==> src/sv/bgns_pkg.sv <==
package bgns_pkg;

    localparam int MAX_COLS_DEF = 256;
    localparam int MAX_ROWS_DEF = 256;

    localparam int CFG_W   = 9;
    localparam int DATA_W  = 32;
    localparam int ADDR_W  = 4;
    localparam int DIM_MIN = 3;

    localparam logic [CFG_W-1:0] DIM_RESET = 9'd32;

    localparam logic [1:0] REG_ROWS = 2'd0;
    localparam logic [1:0] REG_COLS = 2'd1;
    localparam logic [1:0] REG_MODE = 2'd2;

    localparam logic MODE_SMOOTH   = 1'b0;
    localparam logic MODE_CLASSIFY = 1'b1;

    localparam logic [3:0] SMOOTH_LO = 4'd2;
    localparam logic [3:0] SMOOTH_HI = 4'd6;

    localparam logic [1:0] VAL_EMPTY = 2'd0;
    localparam logic [1:0] VAL_WALL  = 2'd1;
    localparam logic [1:0] VAL_FLOOR = 2'd2;

    typedef struct packed {
        logic cell_in;
        logic pad_item;
    } cell_t;

    typedef struct packed {
        logic [1:0] cell_value;
        logic [7:0] out_row;
        logic [7:0] out_col;
        logic       frame_last;
    } stencil_out_t;

    typedef struct packed {
        logic [8:0] win;
        logic       border;
        logic [7:0] row;
        logic [7:0] col;
        logic       last;
    } stage_t;

endpackage

==> src/sv/binary_grid_neighbour_stencil.sv <==
// 3x3 neighbourhood pass over a binary grid streamed in raster order. One cell
// transfer is taken per cycle, back to back, unless stalled; a cell's result passes
// the window and rule registers after the transfer completing its neighbourhood, the
// cell one line and one place later. After the last grid cell send grid_cols+1 pad
// transfers to flush the final row. Two lines of history live in one 2-bit wide
// memory of MAX_COLS words, read each cycle, written per accepted transfer. Writing
// grid_rows or grid_cols restarts the frame; configure only while the block is idle.
module binary_grid_neighbour_stencil #(
    parameter int MAX_COLS = bgns_pkg::MAX_COLS_DEF,
    parameter int MAX_ROWS = bgns_pkg::MAX_ROWS_DEF
) (
    input  logic                        clk,
    input  logic                        rst_n,
    input  logic                        psel,
    input  logic                        penable,
    input  logic                        pwrite,
    input  logic [bgns_pkg::ADDR_W-1:0] paddr,
    input  logic [bgns_pkg::DATA_W-1:0] pwdata,
    output logic [bgns_pkg::DATA_W-1:0] prdata,
    output logic                        pready,
    input  logic                        cell_valid,
    output logic                        cell_stall,
    input  bgns_pkg::cell_t             cell_data,
    output logic                        result_valid,
    input  logic                        result_stall,
    output bgns_pkg::stencil_out_t      result_data
);
    import bgns_pkg::*;

    localparam int CDW = $clog2(MAX_COLS + 1);
    localparam int RW  = $clog2(MAX_ROWS + 2);

    logic [RW-1:0]  rows;
    logic [CDW-1:0] cols;
    logic           mode;
    logic           restart;
    logic           acc;
    logic           bit_in;
    logic [1:0]     taps;
    logic           s1_valid;
    logic           s1_ready;
    stage_t         s1_data;

    // pad transfers enter the history as clear cells
    assign bit_in = cell_data.cell_in && !cell_data.pad_item;

    bgns_cfg #(
        .MAX_COLS (MAX_COLS),
        .MAX_ROWS (MAX_ROWS),
        .CDW      (CDW),
        .RW       (RW)
    ) u_cfg (
        .clk     (clk),
        .rst_n   (rst_n),
        .psel    (psel),
        .penable (penable),
        .pwrite  (pwrite),
        .paddr   (paddr),
        .pwdata  (pwdata),
        .prdata  (prdata),
        .pready  (pready),
        .rows    (rows),
        .cols    (cols),
        .mode    (mode),
        .restart (restart)
    );

    bgns_linebuf #(
        .MAX_COLS (MAX_COLS),
        .CDW      (CDW)
    ) u_linebuf (
        .clk     (clk),
        .rst_n   (rst_n),
        .acc     (acc),
        .restart (restart),
        .cols    (cols),
        .bit_in  (bit_in),
        .taps    (taps)
    );

    bgns_window #(
        .MAX_COLS (MAX_COLS),
        .MAX_ROWS (MAX_ROWS),
        .CDW      (CDW),
        .RW       (RW)
    ) u_window (
        .clk        (clk),
        .rst_n      (rst_n),
        .rows       (rows),
        .cols       (cols),
        .restart    (restart),
        .cell_valid (cell_valid),
        .cell_stall (cell_stall),
        .bit_in     (bit_in),
        .taps       (taps),
        .acc        (acc),
        .s1_ready   (s1_ready),
        .s1_valid   (s1_valid),
        .s1_data    (s1_data)
    );

    bgns_rule u_rule (
        .clk          (clk),
        .rst_n        (rst_n),
        .mode         (mode),
        .s1_valid     (s1_valid),
        .s1_data      (s1_data),
        .s1_ready     (s1_ready),
        .result_valid (result_valid),
        .result_stall (result_stall),
        .result_data  (result_data)
    );

endmodule

==> src/sv/bgns_cfg.sv <==
module bgns_cfg #(
    parameter int MAX_COLS = bgns_pkg::MAX_COLS_DEF,
    parameter int MAX_ROWS = bgns_pkg::MAX_ROWS_DEF,
    parameter int CDW      = $clog2(MAX_COLS + 1),
    parameter int RW       = $clog2(MAX_ROWS + 2)
) (
    input  logic                        clk,
    input  logic                        rst_n,
    input  logic                        psel,
    input  logic                        penable,
    input  logic                        pwrite,
    input  logic [bgns_pkg::ADDR_W-1:0] paddr,
    input  logic [bgns_pkg::DATA_W-1:0] pwdata,
    output logic [bgns_pkg::DATA_W-1:0] prdata,
    output logic                        pready,
    output logic [RW-1:0]               rows,
    output logic [CDW-1:0]              cols,
    output logic                        mode,
    output logic                        restart
);
    import bgns_pkg::*;

    logic [CFG_W-1:0] grid_rows_reg;
    logic [CFG_W-1:0] grid_cols_reg;
    logic             pass_mode_reg;
    logic             wr;
    logic [1:0]       idx;
    int               r_int;
    int               c_int;

    assign idx     = paddr[ADDR_W-1:2];
    assign wr      = psel && penable && pwrite;
    assign pready  = 1'b1;
    assign restart = wr && (idx == REG_ROWS || idx == REG_COLS);
    assign mode    = pass_mode_reg;

    always_ff @(posedge clk or negedge rst_n)
    begin
        if (!rst_n)
        begin
            grid_rows_reg <= DIM_RESET;
            grid_cols_reg <= DIM_RESET;
            pass_mode_reg <= MODE_SMOOTH;
        end
        else if (wr)
        begin
            case (idx)
                REG_ROWS: grid_rows_reg <= pwdata[CFG_W-1:0];
                REG_COLS: grid_cols_reg <= pwdata[CFG_W-1:0];
                REG_MODE: pass_mode_reg <= pwdata[0];
                default:  ;
            endcase
        end
    end

    // saturate dimensions to the supported range
    always_comb
    begin
        r_int = int'(grid_rows_reg);
        c_int = int'(grid_cols_reg);
        if (r_int < DIM_MIN)
            r_int = DIM_MIN;
        else if (r_int > MAX_ROWS)
            r_int = MAX_ROWS;
        if (c_int < DIM_MIN)
            c_int = DIM_MIN;
        else if (c_int > MAX_COLS)
            c_int = MAX_COLS;
        rows = RW'(r_int);
        cols = CDW'(c_int);
    end

    always_comb
    begin
        case (idx)
            REG_ROWS: prdata = DATA_W'(grid_rows_reg);
            REG_COLS: prdata = DATA_W'(grid_cols_reg);
            REG_MODE: prdata = DATA_W'(pass_mode_reg);
            default:  prdata = '0;
        endcase
    end

endmodule

==> src/sv/bgns_linebuf.sv <==
module bgns_linebuf #(
    parameter int MAX_COLS = bgns_pkg::MAX_COLS_DEF,
    parameter int CDW      = $clog2(MAX_COLS + 1),
    parameter int PW       = $clog2(MAX_COLS)
) (
    input  logic           clk,
    input  logic           rst_n,
    input  logic           acc,
    input  logic           restart,
    input  logic [CDW-1:0] cols,
    input  logic           bit_in,
    output logic [1:0]     taps
);
    logic [1:0]    mem [MAX_COLS];
    logic [PW-1:0] ptr_reg;
    logic [PW-1:0] ptr_next;
    logic [1:0]    rd_reg;

    assign taps = rd_reg;

    // circular delay of cols transfers; word holds one and two lines back
    always_comb
    begin
        ptr_next = ptr_reg;
        if (restart)
            ptr_next = '0;
        else if (acc)
        begin
            if (CDW'(ptr_reg) == cols - CDW'(1))
                ptr_next = '0;
            else
                ptr_next = ptr_reg + PW'(1);
        end
    end

    always_ff @(posedge clk or negedge rst_n)
    begin
        if (!rst_n)
            ptr_reg <= '0;
        else
            ptr_reg <= ptr_next;
    end

    always_ff @(posedge clk)
    begin
        if (acc)
            mem[ptr_reg] <= {rd_reg[0], bit_in};
        rd_reg <= mem[ptr_next];
    end

endmodule

==> src/sv/bgns_window.sv <==
module bgns_window #(
    parameter int MAX_COLS = bgns_pkg::MAX_COLS_DEF,
    parameter int MAX_ROWS = bgns_pkg::MAX_ROWS_DEF,
    parameter int CDW      = $clog2(MAX_COLS + 1),
    parameter int RW       = $clog2(MAX_ROWS + 2)
) (
    input  logic             clk,
    input  logic             rst_n,
    input  logic [RW-1:0]    rows,
    input  logic [CDW-1:0]   cols,
    input  logic             restart,
    input  logic             cell_valid,
    output logic             cell_stall,
    input  logic             bit_in,
    input  logic [1:0]       taps,
    output logic             acc,
    input  logic             s1_ready,
    output logic             s1_valid,
    output bgns_pkg::stage_t s1_data
);
    import bgns_pkg::*;

    logic [CDW-1:0] kc_reg;
    logic [RW-1:0]  kr_reg;
    logic [1:0]     tap_reg [3];
    logic           s1_valid_reg;
    stage_t         s1_data_reg;
    logic           emit;
    logic           last;
    logic [RW-1:0]  r;
    logic [CDW-1:0] c;
    logic           top;
    logic           bot;
    logic           left;
    logic           right;
    logic [2:0]     tap0;
    logic [8:0]     win;
    stage_t         s1_in;

    assign cell_stall = s1_valid_reg && !s1_ready;
    assign acc        = cell_valid && !cell_stall;
    assign s1_valid   = s1_valid_reg;
    assign s1_data    = s1_data_reg;

    // kr/kc: raster position of the incoming transfer, flush rows included
    assign last = (kr_reg == rows + RW'(1)) && (kc_reg == '0);
    assign emit = (kr_reg != '0) && !((kr_reg == RW'(1)) && (kc_reg == '0));

    // centre cell sits one line and one cell behind
    always_comb
    begin
        if (kc_reg == '0)
        begin
            r = kr_reg - RW'(2);
            c = cols - CDW'(1);
        end
        else
        begin
            r = kr_reg - RW'(1);
            c = kc_reg - CDW'(1);
        end
        top   = (r == '0);
        bot   = (r == rows - RW'(1));
        left  = (c == '0);
        right = (c == cols - CDW'(1));
    end

    assign tap0 = {taps[1], taps[0], bit_in};

    always_comb
    begin
        for (int l = 0; l < 3; l++)
        begin
            for (int j = 0; j < 3; j++)
            begin
                logic b;
                b = (j == 0) ? tap0[l] : tap_reg[l][j-1];
                if ((l == 2 && top) || (l == 0 && bot) || (j == 2 && left) || (j == 0 && right))
                    b = 1'b0;
                win[(2 - l) * 3 + (2 - j)] = b;
            end
        end
    end

    always_comb
    begin
        s1_in.win    = win;
        s1_in.border = top || bot || left || right;
        s1_in.row    = 8'(r);
        s1_in.col    = 8'(c);
        s1_in.last   = last;
    end

    always_ff @(posedge clk or negedge rst_n)
    begin
        if (!rst_n)
        begin
            kc_reg       <= '0;
            kr_reg       <= '0;
            s1_valid_reg <= 1'b0;
        end
        else
        begin
            if (restart)
            begin
                kc_reg <= '0;
                kr_reg <= '0;
            end
            else if (acc)
            begin
                if (last)
                begin
                    kc_reg <= '0;
                    kr_reg <= '0;
                end
                else if (kc_reg == cols - CDW'(1))
                begin
                    kc_reg <= '0;
                    kr_reg <= kr_reg + RW'(1);
                end
                else
                    kc_reg <= kc_reg + CDW'(1);
            end
            if (acc && emit)
                s1_valid_reg <= 1'b1;
            else if (s1_ready)
                s1_valid_reg <= 1'b0;
        end
    end

    always_ff @(posedge clk)
    begin
        if (acc)
        begin
            for (int l = 0; l < 3; l++)
            begin
                tap_reg[l][0] <= tap0[l];
                tap_reg[l][1] <= tap_reg[l][0];
            end
        end
        if (acc && emit)
            s1_data_reg <= s1_in;
    end

endmodule

==> src/sv/bgns_rule.sv <==
module bgns_rule (
    input  logic                   clk,
    input  logic                   rst_n,
    input  logic                   mode,
    input  logic                   s1_valid,
    input  bgns_pkg::stage_t       s1_data,
    output logic                   s1_ready,
    output logic                   result_valid,
    input  logic                   result_stall,
    output bgns_pkg::stencil_out_t result_data
);
    import bgns_pkg::*;

    logic         out_valid_reg;
    stencil_out_t out_data_reg;
    logic [3:0]   count;
    logic [1:0]   value;
    stencil_out_t res;

    assign s1_ready     = !out_valid_reg || !result_stall;
    assign result_valid = out_valid_reg;
    assign result_data  = out_data_reg;

    always_comb
    begin
        count = '0;
        for (int i = 0; i < 9; i++)
        begin
            if (i != 4)
                count = count + 4'(s1_data.win[i]);
        end
    end

    always_comb
    begin
        case (mode)
            MODE_SMOOTH:
            begin
                if (!s1_data.border && count > SMOOTH_LO && count < SMOOTH_HI)
                    value = 2'd1;
                else
                    value = 2'd0;
            end
            MODE_CLASSIFY:
            begin
                if (s1_data.win[4])
                    value = VAL_FLOOR;
                else if (count != '0)
                    value = VAL_WALL;
                else
                    value = VAL_EMPTY;
            end
            default: value = VAL_EMPTY;
        endcase
        res.cell_value = value;
        res.out_row    = s1_data.row;
        res.out_col    = s1_data.col;
        res.frame_last = s1_data.last;
    end

    always_ff @(posedge clk or negedge rst_n)
    begin
        if (!rst_n)
            out_valid_reg <= 1'b0;
        else if (s1_ready)
            out_valid_reg <= s1_valid;
    end

    always_ff @(posedge clk)
    begin
        if (s1_ready && s1_valid)
            out_data_reg <= res;
    end

endmodule

==> config.mk <==
export PLATFORM = sky130hd
export DESIGN_NAME = binary_grid_neighbour_stencil
export DESIGN_NICKNAME = d
export VERILOG_FILES = /design/src/sv/bgns_pkg.sv /design/src/sv/binary_grid_neighbour_stencil.sv /design/src/sv/bgns_cfg.sv /design/src/sv/bgns_linebuf.sv /design/src/sv/bgns_window.sv /design/src/sv/bgns_rule.sv
export SDC_FILE = /design/constraint.sdc
export NUM_CORES = 1
export LEC_CHECK = 0
export BUFFER_PORTS_ARGS = -buffer_cell sky130_fd_sc_hd__buf_4
export CAP_MARGIN = 0
export CORE_MARGIN = 2
export CORE_UTILIZATION = 55
export DETAILED_ROUTE_END_ITERATION = 8
export PLACE_DENSITY_LB_ADDON = 0.1
export SLEW_MARGIN = 20
export SYNTH_ARGS = -nofsm -noshare
export SYNTH_HDL_FRONTEND = slang
export SYNTH_SLANG_ARGS = --single-unit
==> constraint.sdc <==
create_clock -name clk -period 6.7 [get_ports clk]
set_clock_uncertainty 0.05 [all_clocks]
set_input_delay 0.335 -clock clk [delete_from_list [all_inputs] [get_ports clk]]
set_output_delay 0.335 -clock clk [all_outputs]
set_load 0.1 [all_outputs]
[After elaboration in Yosys (flattened, before gate mapping)]
Memory sizes are Yosys's and may differ from the RTL's. A register that Yosys moved wholly into a read port is not among the register bits.
Cells that the tools add are included.
Widths: inputs -> output; s select.
Storage, ports and cells
  memory bits (writable): 518
  memories kept: 2
  output and inout port bits: 54
  register bits after elaboration: 93
  word-level logic and storage cells: 126
  input bits: 45
Operators by class
  $lt $le $gt $ge: 6
  bitwise logic cells: 1
  eq/ne operators: 8
  add/subtract/negate cells: 16
  muxes and demuxes: 26
  reductions and logical operators: 42
Memory list
  u_linebuf.mem: depth 256, bits a word 2, read ports 1, clocked after Yosys merged registers in 1, write ports 1, line bgns_linebuf.sv:14  | logic [1:0] mem [MAX_COLS];
  u_window.tap_reg: depth 3, bits a word 2, read ports 3, clocked after Yosys merged registers in 0, write ports 3, line bgns_window.sv:25  | logic [1:0] tap_reg [3];
Operators with widths (count)
  $mux 9: 14
  $eq 9x9->1: 4
  $sub 9x1->9 const B: 4
  $add 9x1->9 const B: 3
  $logic_not 9->1: 3
  $pmux 9 s3: 1
  $add 4x1->4: 6
  $mux 8: 3
  $gt 9x9->1 const B: 2
  $lt 9x2->1 const B: 2
  $logic_and 1x1->1: 13
  $eq 8x9->1: 1
  $eq 9x1->1 const B: 1
  $logic_or 1x1->1: 9
  $reduce_bool 9->1: 1
  $sub 9x2->9 const B: 1
  $add 8x1->8 const B: 1
  $reduce_and 2->1: 4
  $logic_not 1->1: 7
  $mux 1: 6
  $gt 4x2->1 const B: 1
  $lt 4x3->1 const B: 1
  $pmux 2 s2: 1
  $reduce_bool 2->1: 2
  other kinds (8): 8

[Longest topological paths before layout]
Gate-level depths: netlist of run 1.
  depth after elaboration: 12
  mapped depth: 25

[By module]
A second synthesis of run 1 with hierarchy kept.
Unflattened totals
  cells, all modules: 2366
  area, all modules: 28477.3 um^2
Modules (own cells, without submodules)
  bgns_linebuf: cells an instance 1748, instances 1, seq. area each 15615.0 um^2, area each 22275.1 um^2
  bgns_window: cells an instance 445, instances 1, seq. area each 1466.4 um^2, area each 4083.9 um^2
  bgns_cfg: cells an instance 119, instances 1, seq. area each 478.0 um^2, area each 1261.2 um^2
  bgns_rule: cells an instance 53, instances 1, seq. area each 595.6 um^2, area each 843.3 um^2
  binary_grid_neighbour_stencil: cells an instance 1, instances 1, seq. area each 0.0 um^2, area each 13.8 um^2

[Least setup slack after synthesis of run 1]
No wires, ideal clock.
  path type: input port to flip-flop
  from: in cell_data[0] (netlist name)
  to: mem u_linebuf.mem[0][0] (data pin)
  library setup time: 1.478 ns
  stages: 1
  arrival: 6.675 ns
  required time: 5.172 ns
  setup slack: -1.503 ns
  path through: nor2b_1
On the way
  longest elaborated chain between the ends: 2
Ends and longest elaborated chain
  start, declared: line binary_grid_neighbour_stencil.sv:23  | input bgns_pkg::cell_t cell_data,
  $logic_not 1->1: line binary_grid_neighbour_stencil.sv:45  | assign bit_in = cell_data.cell_in && !cell_data.pad_item;
  $logic_and 1x1->1: line binary_grid_neighbour_stencil.sv:45
  end, declared: line bgns_linebuf.sv:14
No other way between the ends.

[Worst setup path after layout of run 1]
  from: reg u_cfg.grid_cols_reg[4]
  to: reg u_linebuf.rd_reg[1] (netlist: u_linebuf.taps[1]), read port of u_linebuf.mem
On the way
  longest elaborated chain between the ends: 8
  elaborated cells on any way between the ends: 9
Ends and longest elaborated chain
  start, declared: line bgns_cfg.sv:24  | logic [CFG_W-1:0] grid_cols_reg;
  start signal, assigned: line bgns_cfg.sv:49  | REG_COLS: grid_cols_reg <= pwdata[CFG_W-1:0];
  $gt 9x9->1: line bgns_cfg.sv:67  | else if (c_int > MAX_COLS)
  $mux 9: line bgns_cfg.sv:67
  $mux 9 (*): line bgns_cfg.sv:65  | if (c_int < DIM_MIN)
  $sub 9x1->9 (*): line bgns_linebuf.sv:29  | if (CDW'(ptr_reg) == cols - CDW'(1))
  $eq 8x9->1 (*): line bgns_linebuf.sv:29
  $mux 8 (*): line bgns_linebuf.sv:29
  $mux 8 (*): line bgns_linebuf.sv:27  | else if (acc)
  $mux 8 (*): line bgns_linebuf.sv:25  | if (restart)
  end, declared: line bgns_linebuf.sv:17  | logic [1:0] rd_reg;
Mark *: on every way between the ends. The rest lies on a longest branch, timed or not.
A chain may end at the register's enable or synchronous reset.

==> out/results.tsv, run 1 <==
metric	value	unit
powerDensity	424	mW/mm2
worstPathMaxFanout	53	
cts_tree	yes	
relSlewSlack	0.143	
synth.yosys.seq_area_share	0.653	
min_period	6.37	ns
clk_latency	0.63	ns
status	complete, no violations	
drc	0	
synth.largest_area_cell	edfxtp_1	
drv_cap	0	
htree_num_levels	2	
dp_slack	0.512	ns
synth_top_area_share	0.609	
clk_pin_slew	0.06	ns
ir_drop	0.286	mV
largest_register_ffs	512	
wl_met2	35100	um
rows	82	
place_area	0.0289	mm2
synth_edf_count	564	
drive_above_1_share	0.0977	
wl_met1	29200	um
drt_first_pass_iters	5	
diodes	0	
clk_path_buf_depth	3	
finalSetupTns	0	ns
die_height	229	um
grt_max_degree	259	
wl_met3	5760	um
antenna_left	0	
drt-total-wl	72400	um
vias	19239	
numCtsBuffers	61	
p_leak	10.9	nW
post-place-cells	3032	
timing.fmax	157	MHz
place_congestion	0.895	
cp-end-kind	register	
worstPathArrival	6.85	ns
die_w	229	um
final_area	0.0310	mm2
netlist_area	0.0278	mm2
finalPower	13.1	mW
fin_ws	0.332	ns
post_cts_buffers	0	
portBuffers	49	
synth-seq-cells	613	
first_iter_violations	2090	
rsz0062_at_grt	yes	
grt_overflow	0	
async_reset_ff_frac	0.0767	
syn_avg_cell_area	11.5	um2
synth_ff_type	edfxtp_1	
drv_slew	0	
io_pins	99	
grt_pass1_vias	18644	
final_net_count	2502	
ys_types	77	
final.period_utilization	0.950	
viasPerCell	6.09	
antenna_found_initial	0	
area_growth_syn_to_layout	11.4	%
fin_cells	3159	
clock-sinks	613	
die_area	0.0523	mm2
syn_inst	2411	
netlist_top_cells_area	edfxtp_1 (61%), nand2_1 (5.7%), nor2_1 (4.4%), dfrtp_1 (4.1%), nand3_1 (2.9%)	
cp.required	7.18	ns
setup_violations	0	
crit_path_start_kind	register	
critical_path_class	reg2reg	
hpwlAfterDp	43600	um
nFillCells	4012	
highest_layer	met4	
grt_pass1_wl	111000	um
grt.total_usage	0.276	
ys_warn_count	0	
core	0.0501	mm2
wl_per_cell	22.9	um
clockRootBuffer	clkbuf_16	
finalHoldViolations	0	
hold_class	in2reg	
initial_core_util	0.555	
tightest_slew	1.29	ns
whs	0.184	ns
final_util	0.618	
layout by cell type (no fill, tap or decap), types with 6 or more instances in the layout:
master / n
a2111oi_0: 7
a211oi_1: 20
a21oi_1: 91
a221oi_1: 13
a22oi_1: 25
a311oi_1: 11
a31oi_1: 28
a32oi_1: 16
and2_1: 10
and3_1: 32
buf_12: 8
buf_4: 101
clkbuf_1: 21
clkbuf_16: 64
clkinv_1: 13
clkinv_2: 9
conb_1: 24
dfrtp_1: 45
dlygate4sd3_1: 11
edfxtp_1: 564
ha_1: 19
inv_1: 41
mux2_2: 18
mux2i_1: 74
nand2_1: 419
nand3_1: 158
nand4_1: 34
nor2_1: 322
nor2b_1: 15
nor3_1: 30
nor4_1: 11
o21ai_0: 41
o21ai_1: 6
or3_1: 12
xnor2_1: 26
xor2_1: 41
worst paths after layout:
path / from / to / slack, ns / cells after the start
max: u_cfg.grid_cols_reg[4] / u_linebuf.taps[1] / 0.33 / 21
min: cell_valid / u_window.s1_valid / 0.18 / 4
max reg2reg: u_cfg.grid_cols_reg[4] / u_linebuf.taps[1] / 0.33 / 21
min reg2reg: u_window.s1_data[10] / u_rule.result_data[10] / 0.37 / 0
max in group asynchronous: rst_n / u_window.kr_reg[5] / 5.93 / 2
min in group asynchronous: rst_n / u_rule.result_valid / 0.21 / 2
synth_stat cells (19+ instances only):
cell type,instances
inv_1,43
buf_1,21
nand3_1,163
a31oi_1,28
nand2_1,419
buf_4,27
nand4_1,34
edfxtp_1,564
dfrtp_1,45
a21oi_1,91
clkbuf_1,95
xor2_1,41
a22oi_1,25
nor3_1,30
buf_2,38
a211oi_1,21
mux2i_1,74
and3_1,32
ha_1,19
nor2_1,323
o21ai_0,42
xnor2_1,26
power breakdown:
| group | internal, mW | switching (mW) | leakage [nW] | total, mW |
|---|---|---|---|---|
| Clock | 1.93 | 1.41 | 0.952 | 3.34 |
| Sequential | 4.70 | 0.286 | 5.75 | 4.99 |
| Combinational | 1.46 | 3.32 | 4.21 | 4.78 |
layer usage:
metal | GRT usage | vias to the layer above
li1 | - | 8731
met1 | 0.376 | 9534
met2 | 0.457 | 810
met3 | 0.0428 | 164
met4 | 0.0938 | 0
met5 | 0 | -
worst max-delay path: stages (launching register included):
cell       delay (ns)
dfrtp_1          0.49
or4_1            0.61
nor3_1           0.34
nor2_1           0.08
nor2_1           0.21
inv_1            0.08
ha_1             0.35
and3_1           0.26
a31o_2           0.23
o31a_1           0.23
o221ai_1         0.24
or3_1            0.44
a21oi_4          0.24
inv_6            0.21
buf_12           0.26
nand2_1          0.08
and3_1           0.18
a311oi_1         0.28
a211oi_1         0.09
a2111oi_1        0.87
a211oi_1         0.13
nor4_1           0.29
cell families after synthesis:
logic type,Yosys count,share of synthesized area
AOI/OAI and AO/OA,306,0.0739
buffers and inverters,229,0.0369
DFF,613,0.653
other,2,0.000270
and+or+nand+nor,1078,0.169
muxes,92,0.0339
xor gates and xnor gates,67,0.0211
adders and majority gates,24,0.0118
area by class of cell:
class,instances,area (um2),area share
flip-flops and latches,613,18200,0.587
multi-input cells,1591,8770,0.283
clock buffers,88,1720,0.0556
repair buffers,122,1050,0.0340
well taps,672,841,0.0272
clock inverters,28,234,0.00756
inverters,45,175,0.00566
timing repair:
| item | 4_1_cts | 5_1_grt |
|---|---|---|
| hold buffers | 11 | 0 |
| gates resized for setup | 0 | 2 |
| hold endpoints to repair | 66 | 0 |
| setup endpoints to repair | 0 | 1 |
Note: power is estimated with default switching activity, not from simulation.
==> run 2: changes to the inputs <==
--- a/config.mk
+++ b/config.mk
@@ -7,8 +7,10 @@
 export LEC_CHECK = 0
 export BUFFER_PORTS_ARGS = -buffer_cell sky130_fd_sc_hd__buf_4
 export CAP_MARGIN = 0
+export CELL_PAD_IN_SITES_DETAIL_PLACEMENT = 1
+export CELL_PAD_IN_SITES_GLOBAL_PLACEMENT = 2
 export CORE_MARGIN = 2
-export CORE_UTILIZATION = 55
+export CORE_UTILIZATION = 43
 export DETAILED_ROUTE_END_ITERATION = 8
 export PLACE_DENSITY_LB_ADDON = 0.1
 export SLEW_MARGIN = 20
==> out/results.tsv, run 2 (synthesis gave the netlist of run 1 again) <==
metric	value	unit
die_height	258	um
viasPerCell	5.75	
hold_class	in2reg	
die_w	258	um
place_congestion	0.804	
whs	0.164	ns
die_area	0.0667	mm2
grt_overflow	0	
initial_core_util	0.433	
worstPathMaxFanout	38	
final_net_count	2519	
powerDensity	438	mW/mm2
htree_num_levels	3	
drive_above_1_share	0.109	
cp.required	7.18	ns
grt.total_usage	0.253	
finalSetupTns	0	ns
worstPathArrival	6.73	ns
diodes	0	
rows	93	
finalHoldViolations	0	
antenna_found_initial	0	
cp-end-kind	register	
relSlewSlack	0.229	
grt_pass1_wl	126000	um
clk_pin_slew	0.06	ns
cts_tree	yes	
core	0.0642	mm2
crit_path_start_kind	register	
hpwlAfterDp	51400	um
critical_path_class	reg2reg	
setup_violations	0	
min_period	6.25	ns
ir_drop	0.331	mV
timing.fmax	160	MHz
io_pins	99	
clock-sinks	613	
drt-total-wl	84400	um
largest_register_ffs	512	
finalPower	13.9	mW
wl_per_cell	25.1	um
final_area	0.0316	mm2
status	complete, no violations	
drc	0	
area_growth_syn_to_layout	13.8	%
drv_slew	0	
place_area	0.0291	mm2
final.period_utilization	0.932	
grt_max_degree	158	
antenna_left	0	
clk_latency	0.64	ns
clk_path_buf_depth	3	
drt_first_pass_iters	7	
final_cell_mix	edfxtp_1 (564), nand2_1 (419), nor2_1 (322)	
p_leak	11.1	nW
dp_slack	0.226	ns
drv_cap	0	
grt_pass1_vias	20023	
clockRootBuffer	clkbuf_16	
vias	19342	
portBuffers	49	
rsz0062_at_grt	no	
numCtsBuffers	71	
tightest_slew	1.15	ns
final_common_cell	edfxtp_1	
fin_ws	0.455	ns
first_iter_violations	1420	
==> run 2: worst paths after layout <==
kind,cells past startpoint,slack (ns),start,endpoint
max,21,0.45,u_cfg.grid_cols_reg[5],u_linebuf.taps[1]
min,4,0.16,penable,u_cfg.mode
max reg2reg,21,0.45,u_cfg.grid_cols_reg[5],u_linebuf.taps[1]
min reg2reg,0,0.37,u_window.s1_data[5],u_rule.result_data[5]
max in group asynchronous,2,5.85,rst_n,u_window.kc_reg[6]
min in group asynchronous,2,0.23,rst_n,u_rule.result_valid
==> run 2: timing repair <==
item	in CTS	in global routing
hold endpoints to repair	66	0
endpoints found under the setup margin	0	2
hold buffers	11	0
setup buffers	0	3
resized for setup	0	3
==> run 2: routing by layer <==
layer  track usage  wire (um)  share of wire  vias to the layer above
li1              -          -              -                     8757
met4        0.0928       2890          0.034                        0
met3        0.0314       3530          0.042                      137
met5             0          0              0                        -
met1         0.340      36700           0.44                    10013
met2         0.424      41200           0.49                      435
==> run 2: critical path, stage by stage (launching register included) <==
cell and delay, ns:
dfstp_2 0.62, or4_1 0.24, nor3_2 0.10, nor2_1 0.11, nor2_1 0.08, inv_1 0.07
ha_1 0.45, inv_1 0.21, a2111oi_1 0.63, o31a_1 0.22, o221ai_1 0.16, or3_1 0.56
a22oi_2 0.44, inv_2 0.27, buf_12 0.28, and3_1 0.20, a311oi_1 0.34, a31oi_1 0.09
a2111oi_0 0.46, buf_4 0.20, a211oi_1 0.04, nor4_1 0.33
==> run 2: final cells by class <==
| cell class | instances | area (um2) |
|---|---|---|
| fill | 6716 | 32600 |
| tap | 855 | 1070 |
| sequential | 613 | 18200 |
| timing repair buffer | 129 | 1100 |
| inverter | 45 | 176 |
| clock inverter | 32 | 359 |
| multi-input combinational | 1591 | 8790 |
| clock buffer | 96 | 1960 |
==> run 2: power breakdown <==
group	switching, mW	internal (mW)
clock	1.60	2.30
combinational	3.51	1.47
sequential	0.267	4.70
==> run 2: through the flow <==
stage / cells / util
2_1_floorplan: 2433 / -
3_3_place_gp: 3219 / 0.454
3_5_place_dp: 3219 / 0.454
4_1_cts: 3358 / 0.492
5_1_grt: 3361 / 0.492
6_report: 3361 / 0.492
